`src/design/fpsb_pkg.sv`:
```
// Package for the four-point stencil blur core: register indexes, frame
// limits, reset values and the control struct passed to the result buffer.
// No dependencies.
package fpsb_pkg;

  localparam int MAX_WIDTH_DEF  = 1024;
  localparam int PIXEL_BITS_DEF = 16;

  localparam int FRAME_WIDTH_BITS  = 11;
  localparam int FRAME_HEIGHT_BITS = 13;
  localparam int CFG_DATA_BITS     = 13;
  localparam int HEIGHT_LIMIT      = 4096;
  localparam int ROW_BITS          = 12;
  localparam int FRAME_MIN         = 3;
  localparam int FRAME_WIDTH_RST   = 1024;
  localparam int FRAME_HEIGHT_RST  = 1024;

  typedef enum logic {
    REG_FRAME_WIDTH  = 1'b0,
    REG_FRAME_HEIGHT = 1'b1
  } fpsb_reg_t;

  typedef struct packed {
    logic has0;
    logic last0;
    logic has1;
    logic end1;
  } fpsb_res_ctl_t;

endpackage

```
`src/design/fpsb_out_buf.sv`:
```
// Two-entry result buffer: takes up to two result words per input word and
// hands them to the output channel in order. Depends on fpsb_pkg.
module fpsb_out_buf
  import fpsb_pkg::*;
#(
  parameter int PIXEL_BITS = PIXEL_BITS_DEF
) (
  input  logic                  clk,
  input  logic                  rst_n,
  input  logic                  push,
  input  fpsb_res_ctl_t         push_ctl,
  input  logic [PIXEL_BITS-1:0] push_pix0,
  input  logic [PIXEL_BITS-1:0] push_pix1,
  output logic                  push_ok,
  output logic                  out_valid,
  input  logic                  out_ready,
  output logic [PIXEL_BITS-1:0] out_pix,
  output logic                  out_last,
  output logic                  out_end
);

  logic [1:0]            cnt_r, cnt_nxt;
  logic [PIXEL_BITS-1:0] head_pix_r, head_pix_nxt;
  logic                  head_last_r, head_last_nxt;
  logic                  head_end_r, head_end_nxt;
  logic [PIXEL_BITS-1:0] tail_pix_r, tail_pix_nxt;
  logic                  tail_end_r, tail_end_nxt;
  logic                  pop;

  assign pop     = (cnt_r != 2'd0) && out_ready;
  assign push_ok = (cnt_r == 2'd0) || ((cnt_r == 2'd1) && out_ready);

  always_comb begin
    cnt_nxt       = cnt_r;
    head_pix_nxt  = head_pix_r;
    head_last_nxt = head_last_r;
    head_end_nxt  = head_end_r;
    tail_pix_nxt  = tail_pix_r;
    tail_end_nxt  = tail_end_r;
    if (push) begin
      head_pix_nxt  = push_pix0;
      head_last_nxt = push_ctl.last0;
      head_end_nxt  = 1'b0;
      tail_pix_nxt  = push_pix1;
      tail_end_nxt  = push_ctl.end1;
      cnt_nxt       = push_ctl.has1 ? 2'd2 : 2'd1;
    end else if (pop) begin
      head_pix_nxt  = tail_pix_r;
      head_last_nxt = 1'b1;
      head_end_nxt  = tail_end_r;
      cnt_nxt       = cnt_r - 2'd1;
    end
  end

  always_ff @(posedge clk) begin
    if (!rst_n) begin
      cnt_r <= 2'd0;
    end else begin
      cnt_r <= cnt_nxt;
    end
  end

  always_ff @(posedge clk) begin
    head_pix_r  <= head_pix_nxt;
    head_last_r <= head_last_nxt;
    head_end_r  <= head_end_nxt;
    tail_pix_r  <= tail_pix_nxt;
    tail_end_r  <= tail_end_nxt;
  end

  assign out_valid = (cnt_r != 2'd0);
  assign out_pix   = head_pix_r;
  assign out_last  = head_last_r;
  assign out_end   = head_end_r;

endmodule

```
`config.mk`:
```
export PLATFORM = sky130hd
export DESIGN_NAME = fpsb_out_buf
export DESIGN_NICKNAME = d
export VERILOG_FILES = /design/src/design/fpsb_pkg.sv /design/src/design/fpsb_out_buf.sv
export SDC_FILE = /design/constraint.sdc
export NUM_CORES = 1
export LEC_CHECK = 0
export ABC_AREA = 1
export BUFFER_PORTS_ARGS = -buffer_cell sky130_fd_sc_hd__buf_2
export CAP_MARGIN = 20
export CORE_ASPECT_RATIO = 1.75
export CORE_MARGIN = 10
export CORE_UTILIZATION = 46
export CTS_CLUSTER_DIAMETER = 40
export CTS_CLUSTER_SIZE = 30
export DETAILED_ROUTE_END_ITERATION = 7
export GPL_TIMING_DRIVEN = 0
export HOLD_SLACK_MARGIN = 0.08
export PLACE_DENSITY_LB_ADDON = 0.12
export SETUP_SLACK_MARGIN = 0.1
export SYNTH_ARGS = -nofsm -noshare
export SYNTH_HDL_FRONTEND = slang
export SYNTH_SLANG_ARGS = --single-unit
```
`constraint.sdc`:
```
create_clock -name clk -period 1.7 [get_ports clk]
set_input_delay 0.425 -clock clk [delete_from_list [all_inputs] [get_ports clk]]
set_output_delay 0.425 -clock clk [all_outputs]
set_load 0.02 [all_outputs]
```
==> reports/results.txt, run 1 <==
Yosys mapped a number of flops with a built-in enable equal to 34. The effective utilization at floorplan is 48.1%, and the post-synthesis register bit count is 37. For the number of warnings issued by yosys, the log shows 0. Floorplan die width: 62.1 um.

Of all cell types, the one taking the most synthesized area is sky130_fd_sc_hd__edfxtp_1. Setup violations remaining at the end of the flow were counted as 0. The clock slew seen by the registers of the worst setup and hold paths was 0.07 ns; the slew of the pin with the lowest slew margin was 0.401 ns. The clock reaches the later pin of the worst-skew pair after 0.29 ns. The total count of hold-check failures in the final report is 0, and the final antenna-violating net count is 0.

In this run the cell area of the synthesized design comes to 1430 um^2. The detailed-routed wire length on met3 was 270 um. After synthesis, the share of flip-flops with an asynchronous set or reset is 0%.

The share of synthesized area in the top cell type comes to 71.6%. Summed over all nets, wire length on met2 after detailed routing comes to 1380 um. For this design the static power due to leakage is 0.882 nW. STA classifies the critical path endpoint as an output pin. Start point of the worst hold path: push_pix1[0].

The layout has 258 filler cells. Across every metal layer, demand over resource in global routing totals 10.4%. The number of cells on the worst hold path was 1. The tools report the post-route total power as 1.94 mW. The flow ran to the end, and the final reports show no timing, DRC or antenna violations.

The tools report the root cell of the clock tree as sky130_fd_sc_hd__clkbuf_8. The routed layout has 984 vias. The total clock buffers created by CTS was 5; the maximum buffer depth of the clock tree was 2.

The share of the Yosys chip area taken by registers is 75.9%. The worst-case headroom to the max-slew limit is 73.2%. The depth of the worst register-to-register path is 5. In this run the worst path has a maximum fanout of 3. TritonCTS built the clock tree. The run gives 2 as the H-tree level count.

Placed wire-length estimate after detailed placement: 2230 um. The portion of the clock cycle consumed by the worst path in the final layout works out to 91.1%. Setup repair after global routing left no endpoint under its margin. In the routed layout, each cell is associated on average with a via count of 4.33. The run gives 0 as the initial antenna violation count. The run gives 26 as the number of standard-cell rows in the floorplan. The tools report the category of the worst setup path launch point as a register. The run gives 0 ns as the sum of negative setup slack.

In the final routed layout, each cell accounts on average for 12.1 um. The first-iteration detailed-routing DRC count was 17. The data arrival time of the critical path is 1.12 ns, and the number of instances in the synthesized netlist is 118. During placement, the flow inserted port buffers numbering 58. The class of the most critical setup path was reg -> out. The worst-case clock skew came out at 0.00618 ns. The worst hold path class was in -> reg. The count of cell types in the netlist is 15, and the worst setup timing slack at the placement stage is 0.103 ns. The post-place instance area is 1770 um^2, and the count of clock tree sinks is 37.

By count the netlist is led by sky130_fd_sc_hd__nand2_1 (55), sky130_fd_sc_hd__edfxtp_1 (34), sky130_fd_sc_hd__nor2_1 (8). During I/O placement, the number of pins put on the boundary was 60. In this run the vertical extent of the chip is 93.6 um. After routing the design area is 1870 um^2.

The count of final max-slew check failures is 0. Summed over all layers, the routed wires come to 2750 um. The tools report the area of the core as 2960 um^2. For this run, the detailed router's first-pass iteration total came to 4.

After layout, the minimum clock period comes to 1.55 ns. The via count of the first global-routing pass is 1034, and the growth of design area from synthesis to finish is 31.0%. Tracing the worst setup path back leads to its startpoint at cnt_r[0]. The highest layer touched by signal routing is met4. After detailed routing, the wire length on met1 is 1030 um. Entering global routing, the biggest net connects 21 pins. The number of nets at the end of the flow is 226.

The required arrival time at the worst endpoint was 1.27 ns; the count of unresolved DRC violations after routing was 0. In the synthesized netlist the dominant register cell turns out to be sky130_fd_sc_hd__edfxtp_1. Most numerous cell in the Yosys netlist: sky130_fd_sc_hd__nand2_1. The worst path meets setup with 0.151 ns of slack. The worst register-to-register path begins at cnt_r[0]. For the number of hold buffers added after cts, the log shows 0. The number of antenna repair diodes was 0; the first-pass GRT wire length was 4490 um.

The areal power density over the cells was 1040 nW/um^2; the total die area was 5810 um^2. The tools report the final estimated routing congestion in global placement as 0.748. Summed over all layers, the global routing overflow is 0. Cells with a size suffix above 1 make up 41.1% of the layout. Counting every net in the synthesized netlist gives 160. Timing would allow up to 0.645 GHz. VDD sags by at most 0.000809 V. The tool flagged a number of max-cap violations equal to 0. In the post-synthesis netlist, the biggest area contributors are sky130_fd_sc_hd__edfxtp_1 (72%), sky130_fd_sc_hd__nand2_1 (14%), sky130_fd_sc_hd__dfxtp_1 (4.2%), sky130_fd_sc_hd__nor2_1 (2.1%), sky130_fd_sc_hd__ha_1 (1.8%). A synthesized cell averages 12.1 um^2.
-- logic make-up (layout without fill, tap and decap cells) --
logic type / Yosys count / after routing / synth area share, %
adder cells (fa/ha/maj): 2 / 2 / 1.76
buffers and inverters: 10 / 77 / 3.60
flip-flops: 37 / 37 / 75.9
AND/OR/NAND/NOR: 65 / 65 / 17.4
AO/OA/AOI/OAI: 4 / 4 / 1.40
-- layer usage --
metal | global-route usage (%) | vias to the layer above
met5 | 0 | -
met4 | 5.24 | 0
met3 | 4.74 | 5
met2 | 16.7 | 44
met1 | 10.9 | 417
li1 | - | 518
-- placed cells by master, fill, tap and decap left out, types with 2 or more instances in the layout --
master / instances
sky130_fd_sc_hd__nor2_1: 8
sky130_fd_sc_hd__nand2_1: 54
sky130_fd_sc_hd__dfxtp_1: 2
sky130_fd_sc_hd__o21ai_1: 2
sky130_fd_sc_hd__buf_2: 59
sky130_fd_sc_hd__inv_2: 3
sky130_fd_sc_hd__edfxtp_1: 34
sky130_fd_sc_hd__inv_1: 3
sky130_fd_sc_hd__buf_4: 3
sky130_fd_sc_hd__clkinv_2: 2
sky130_fd_sc_hd__clkbuf_8: 5
-- final cells by class --
cell class | count | area (um^2) | share of cell area (%)
Multi-Input combinational cell | 71 | 298 | 16.0
Inverter | 6 | 22.5 | 1.21
Clock buffer | 6 | 72.6 | 3.89
Tap cell | 42 | 52.6 | 2.82
Timing Repair Buffer | 59 | 300 | 16.1
Sequential cell | 37 | 1080 | 58.0
Buffer | 4 | 28.8 | 1.54
Clock inverter | 2 | 10.0 | 0.536
-- timing repair --
action,4_1_cts,5_1_grt
resized for setup,2,3
setup buffers,1,0
endpoints found under the setup margin,2,1
pin swaps,0,0
-- registers in the layout (all words and copies together) (netlist names) --
name,flops
tail_end_r,1
out_last,1
out_end,1
cnt_r,2
tail_pix_r,16
out_pix,16
-- critical path, cell delays in order (launching register included) --
cell                      delay (ns)
sky130_fd_sc_hd__dfxtp_2        0.35
sky130_fd_sc_hd__inv_1          0.05
sky130_fd_sc_hd__ha_2           0.18
sky130_fd_sc_hd__inv_2          0.06
sky130_fd_sc_hd__nand2_1        0.05
sky130_fd_sc_hd__buf_4          0.15
-- through the flow --
step / instances / hold slack (ns) / utilization [%]
floorplan: 118 / 0.467 / -
global placement: 218 / 0.467 / 59.8
detailed placement: 218 / 0.475 / 59.8
CTS: 227 / 0.302 / 62.9
global route: 227 / 0.295 / 63.1
finish: 227 / 0.310 / 63.1
-- path summary, 6_finish.rpt --
path,to,slack [ns]
worst max-delay path,push_ok,0.15
worst min register to register,out_end,0.48
worst min-delay path,tail_pix_r[0],0.31
worst max register to register,out_last,0.26
-- report_power, final --
part	leakage [nW]	switching, mW	total (mW)	internal, mW
Combinational	0.474	0.171	0.275	0.105
Clock	0.0450	0.274	0.557	0.283
Sequential	0.362	0.0205	1.11	1.09
(Power assumes the default switching activity.)
==> run 2: changes to the inputs <==
Settings changed: PLACE_DENSITY_LB_ADDON 0.12 to 0.05.
==> run 2 against run 1 <==
Against the previous run:
- hold slack better by 0.0038 ns
- combinational power hardly changed
- routed wire length rose by 5.3%
- non-clock buffer count unchanged
- via count grew 2.1%
- sequential power hardly changed
- fmax grew 0.43%
- register-to-register slack hardly changed
- worst setup slack better by 0.0066 ns
- sequential share of layout area did not move
- global-route usage down 0.22 points
==> reports/results.txt, run 2 (same netlist as run 1, synthesis figures left out) <==
The number of vias per cell after detailed routing is 4.43 (+2.1%), and the largest stage delay on the critical path is 0.35 ns (about the same). The areal power density over the cells is 1050 nW/um^2 (+0.42%), and the first-pass iteration count of the detailed router is 4 (unchanged). For the setup violation total in the final timing report, the log shows 0 (unchanged). The H-tree level count is 2 (unchanged), and the number of buffers inserted by port buffering is 58 (unchanged).

The count of final max-slew check failures was 0 (unchanged). The run gives 0.750 (+0.27%) as the final estimated routing congestion in global placement. The setup slack of the worst register-to-register path came out at 0.26 ns (about the same). The run finished with clean final reports.

The leakage component of the power came out at 0.882 nW (about the same). TritonCTS built the clock tree. The worst-case headroom to the max-slew limit was 72.9% (-0.24 points). The data arrival time of the critical path is 1.12 ns (about the same), and the portion of the clock cycle consumed by the worst path in the final layout is 90.8% (-0.39 points). The y dimension of the die is 93.6 um (unchanged).

Category of the worst setup path launch point: a register. The logs give 60 (unchanged) for the top-level port count and 0 (unchanged) for the max-capacitance violation count. The run gives 0 (unchanged) as the total count of hold-check failures in the final report. Traced cell by cell, the critical path runs through inv_1, ha_2, inv_2, nand2_1, buf_4.

The worst setup path is captured at an output pin. Maximum buffer depth of the clock tree: 2 (unchanged). Via count of the first global-routing pass: 1073 (+3.8%). The initial antenna violation count is 0 (unchanged). The placed wire-length estimate after detailed placement is 2300 um (+3.4%). The run gives 1770 um^2 (unchanged) as the post-place instance area. Achievable frequency: 0.648 GHz (+0.43%).

The peak ir drop on the vdd network is 0.000714 V (-12%). The routed wire length per instance is 12.8 um (+5.3%). Growth of design area from synthesis to finish: 31.0% (unchanged).

The total routing usage reported by global routing is 10.1% (-0.22 points), and the area of the core is 2960 um^2 (unchanged). The run gives 1005 (+2.1%) as the total number of vias. Leaving out fill and tap cells, the most frequent cell in the layout is sky130_fd_sc_hd__buf_2.

The logs give 0 (unchanged) for the aggregate global routing overflow and 0 (unchanged) for the number of antenna repair diodes. The tools report the post-route core utilization as 63.1% (unchanged). First-pass GRT wire length: 4490 um (+0.13%). Slew of the pin with the lowest slew margin: 0.405 ns (+0.00353 ns). The class of the most critical setup path is reg -> out. The number of hold buffers added after cts was 0 (unchanged).

The final wirelength was 2900 um (+5.3%). For the required arrival time at the worst endpoint, the log shows 1.27 ns (about the same). The final-layout worst hold slack was 0.314 ns (+0.00382 ns). For the cell area after layout, the log shows 1870 um^2 (unchanged).

In the layout the commonest cells are sky130_fd_sc_hd__buf_2 (59), sky130_fd_sc_hd__nand2_1 (54), sky130_fd_sc_hd__edfxtp_1 (34). The run gives 1.95 mW (+0.42%) as the post-route total power. The root cell of the clock tree was sky130_fd_sc_hd__clkbuf_8. The maximum number of pins on one net before global-route repair is 21 (unchanged). The worst-case clock skew is 0.00124 ns (-0.00494 ns). The run gives 0.28 ns (about the same) as the later-pin clock latency in the skew report.

The tightest min-delay check is of the in -> reg type. The number of standard-cell rows in the floorplan came out at 26 (unchanged). The logs give 48.1% (unchanged) for the effective utilization at floorplan and 0 (unchanged) for the final antenna-violating net count. The fill cell total of the finished layout was 258 (unchanged); the sum of negative setup slack was 0 ns (unchanged). The clock slew seen by the registers of the worst setup and hold paths works out to 0.07 ns (about the same). Setup repair after global routing left no endpoint under its margin. The tools report the count of clock tree sinks as 37 (unchanged). Total clock buffers created by CTS: 5 (unchanged). The final critical-path required period came out at 1.54 ns (-0.00660 ns). The biggest fanout along the worst timing path works out to 3 (unchanged). The tools report the count of unresolved DRC violations after routing as 0 (unchanged). The critical-path cell with the highest stage delay was sky130_fd_sc_hd__dfxtp_2. The tools report the number of nets at the end of the flow as 226 (unchanged). The first-iteration detailed-routing DRC count is 15 (-2). The floorplan die width works out to 62.1 um (unchanged).

The total die area is 5810 um^2 (unchanged). The share of final-layout standard cells stronger than drive strength 1 came out at 40.5% (-0.54 points).
[run 2: cell counts in the layout (fill, tap and decap cells not counted)]
Identical to the previous run, type by type.
[run 2: path summary, 6_finish.rpt]
kind                startpoint             to  cells after the start
setup reg to reg      cnt_r[0]    out_pix[10]                      5
hold / removal    push_pix1[0]  tail_pix_r[0]                      1
setup / recovery      cnt_r[0]        push_ok                      5
hold reg to reg        out_end        out_end                      2
[run 2: area by class of cell]
type	instances	area [um^2]	share of cell area (%)
sequential	37	1080	58.0
timing repair buffer	59	300	16.1
multi-input combinational	71	298	16.0
clock buffer	6	72.6	3.89
tap	42	52.6	2.82
buffer	4	28.8	1.54
inverter	6	22.5	1.21
clock inverter	2	10.0	0.536
[run 2: stage by stage]
stage | setup WS (ns) | instances
2_1_floorplan | 0.195 | 118
3_3_place_gp | 0.120 | 218
3_5_place_dp | 0.0915 | 218
4_1_cts | 0.110 | 227
6_report | 0.157 | 227
5_1_grt | 0.111 | 227
[run 2: metal layers]
metal  track usage (%)  vias up  wire (um)
li1                  -      517          -
met1              10.0      434       1100
met2              16.8       51       1350
met3              6.10        3        431
met4              3.56        0         21
met5                 0        -          0
[run 2: worst max-delay path: cells and delay by family (launching register included)]
family                     cells  cell delay (ns)
adders and majority gates      1             0.18
DFF                            1             0.35
and+or+nand+nor                1             0.05
buffers and inverters          3             0.26
[run 2: where the power goes]
part / internal, mW / switching [mW]
clock network: 0.283 / 0.279
logic: 0.104 / 0.173
registers: 1.09 / 0.0212
[run 2: repair_timing]
action	4_1_cts	5_1_grt
resized for setup	2	2
setup endpoints to repair	2	1
setup buffers	1	0
==> run 3: changes to the inputs <==
==> constraint.sdc (replaced) <==
create_clock -name clk -period 1.7 [get_ports clk]
set_input_delay 0.425 -clock clk [delete_from_list [all_inputs] [get_ports clk]]
set_output_delay 0.425 -clock clk [all_outputs]
set_load 0.05 [all_outputs]
==> run 3 against run 2 <==
Against the previous run:
- clock-buffer cell count is the same
- global-route usage up 0.47 points
- clock power barely moved
- via count rose by 0.40%
- core utilization up 0.85 points
- fmax fell by 1.8%
- largest cell class unchanged
- largest power group unchanged
- highest routed layer unchanged
==> reports/results.txt, run 3 (same netlist as run 1, synthesis figures left out) <==
The flow ran to the end, and the final reports show no timing, DRC or antenna violations. The placed wire-length estimate after detailed placement is 2200 um (-4.6%), and the fill cell total of the finished layout is 237 (-8.1%). The setup violation total in the final timing report is 0 (unchanged).

The maximum number of pins on one net before global-route repair came out at 21 (unchanged). The endpoint type of the worst setup path is an output pin. For the aggregate global routing overflow, the log shows 0 (unchanged).

The post-route total power is 2.08 mW (+6.6%). The final wirelength came out at 2940 um (+1.4%). Maximum buffer depth of the clock tree: 2 (unchanged).

The logs give 5 (unchanged) for the total clock buffers created by CTS and 1.49 mW (+0.78%) for the internal power contribution. For the peak ir drop on the vdd network, the log shows 0.000777 V (+8.9%). The highest routed metal layer was met4.

Total number of vias: 1009 (+0.40%). The number of vias per cell after detailed routing is 4.46 (+0.84%), and the portion of the clock cycle consumed by the worst path in the final layout is 92.4% (+1.7 points). First-pass GRT wire length: 4510 um (+0.47%).

The total count of hold-check failures in the final report came out at 0 (unchanged). TritonCTS built the clock tree. The worst-case headroom to the max-slew limit was 71.4% (-1.5 points); the clock slew seen by the registers of the worst setup and hold paths was 0.07 ns (about the same).

The required arrival time at the worst endpoint is 1.27 ns (about the same), and the achievable frequency is 0.637 GHz (-1.8%). The library cell used most frequently in the layout, excluding fill and tap cells, is sky130_fd_sc_hd__buf_2. The tools report the detailed-routed wire length on met3 as 335 um (-22%). The logs give 26.9% (-1.9 points) for the clock network fraction of total power and 0 (unchanged) for the initial antenna violation count. The area of the core is 2960 um^2 (unchanged), and the floorplan die width is 62.1 um (unchanged).

The run gives 1040 um (-5.3%) as the wire length the detailed router placed on met1. The number of buffers inserted by port buffering is 58 (unchanged). The worst-case clock skew is 0.00508 ns (+0.00384 ns). The cell area after layout came out at 1890 um^2 (+1.3%). The y dimension of the die was 93.6 um (unchanged); the count of clock tree sinks was 37 (unchanged). The run gives 0.879 nW (-0.39%) as the leakage component of the power. The class of the most critical setup path is reg -> out. The combinational group share of total power is 19.6% (+5.4 points). Growth of design area from synthesis to finish: 32.7%. For the first-pass iteration count of the detailed router, the log shows 4 (unchanged). For the number of nets at the end of the flow, the log shows 225 (-0.44%).

Category of the worst setup path launch point: a register. The length of routed met2 wiring is 1520 um (+13%), and the data arrival time of the critical path is 1.15 ns (+0.03 ns). The logs give 63.9% (+0.85 points) for the post-route core utilization and 2 (unchanged) for the H-tree level count. The final critical-path required period was 1.57 ns (+0.0282 ns).

The share of final-layout standard cells stronger than drive strength 1 is 42.4% (+1.9 points), and the final estimated routing congestion in global placement is 0.643 (-14%). The slew of the pin with the lowest slew margin is 0.428 ns (+0.0229 ns). The run gives 0 (unchanged) as the count of unresolved DRC violations after routing. The run gives 0 (unchanged) as the number of antenna repair diodes. The worst hold path class is in -> reg.

For the final antenna-violating net count, the log shows 0 (unchanged). The run gives 0.129 ns (-0.0282 ns) as the minimum setup slack in the final design. The total die area came out at 5810 um^2 (unchanged).

The number of standard-cell rows in the floorplan is 26 (unchanged). The switching portion of total power works out to 28.4% (+4.1 points). The first-iteration detailed-routing DRC count came out at 27 (+12). The routed wire length per instance is 13.0 um (+1.9%). The later-pin clock latency in the skew report is 0.28 ns (about the same), and the worst setup timing slack at the placement stage is 0.0696 ns (-0.0218 ns). The run gives 0 (unchanged) as the count of final max-slew check failures. The power share of the sequential group is 53.5% (-3.5 points), and the areal power density over the cells is 1100 nW/um^2 (+5.1%). The run gives 0 ns (unchanged) as the sum of negative setup slack.

Setup repair after global routing could not meet its margin everywhere. The logs give 0 (unchanged) for the max-capacitance violation count and 1059 (-1.3%) for the via count of the first global-routing pass. The top-level port count came out at 60 (unchanged). For the reported net switching power, the log shows 0.590 mW (+25%). The root cell of the clock tree is sky130_fd_sc_hd__clkbuf_8. In the layout the commonest cells are sky130_fd_sc_hd__buf_2 (58), sky130_fd_sc_hd__nand2_1 (53), sky130_fd_sc_hd__edfxtp_1 (34). The effective utilization at floorplan is 48.1% (unchanged), and the post-place instance area is 1780 um^2 (+0.35%).

Biggest fanout along the worst timing path: 4 (+1). For the total routing usage reported by global routing, the log shows 10.6% (+0.47 points).
==> run 3: area by class of cell <==
type	instances	area (um^2)	share of cell area [%]
clock buffer	6	72.6	3.84
timing repair buffer	58	303	16.0
sequential	37	1090	57.4
clock inverter	2	10.0	0.529
tap	42	52.6	2.78
buffer	4	28.8	1.52
multi-input combinational	71	310	16.4
inverter	6	28.8	1.52
==> run 3: worst max-delay path, cell delays in order, from the launching register on <==
cell and delay [ns]:
sky130_fd_sc_hd__dfxtp_4 0.36, sky130_fd_sc_hd__inv_2 0.06, sky130_fd_sc_hd__ha_4 0.14, sky130_fd_sc_hd__clkinvlp_4 0.09, sky130_fd_sc_hd__nand2_2 0.07, sky130_fd_sc_hd__buf_8 0.14
==> run 3: timing repair <==
action                                  in CTS  in global routing
pin swaps                                    0                  2
endpoints found under the setup margin      19                  2
buffers inserted                             0                  0
gates resized for setup                      9                  3
hold buffers                                 0                  0
==> run 3: worst paths after layout <==
path | cells after the start | startpoint | end | slack, ns
setup / recovery | 5 | cnt_r[0] | push_ok | 0.13
hold / removal | 1 | push_pix1[3] | tail_pix_r[3] | 0.31
setup reg to reg | 5 | cnt_r[0] | out_pix[10] | 0.24
hold reg to reg | 2 | out_end | out_end | 0.49
==> run 3: metrics by stage <==
step,hold WS [ns],cells
finish,0.314,226
global route,0.298,226
CTS,0.303,226
floorplan,0.467,118
global placement,0.470,218
detailed placement,0.473,218
==> run 3: layer usage <==
metal | vias up | GRT usage [%]
li1 | 515 | -
met1 | 445 | 9.14
met2 | 45 | 18.5
met3 | 4 | 5.83
met4 | 0 | 5.43
met5 | - | 0
==> run 3: power by group through the flow <==
stage	sequential, mW	clock, mW	combinational, mW
global route	1.12	0.610	0.438
detailed placement	1.13	0	0.392
global placement	1.13	0	0.384
CTS	1.11	0.584	0.412
finish	1.11	0.560	0.408
floorplan	1.28	0	0.116
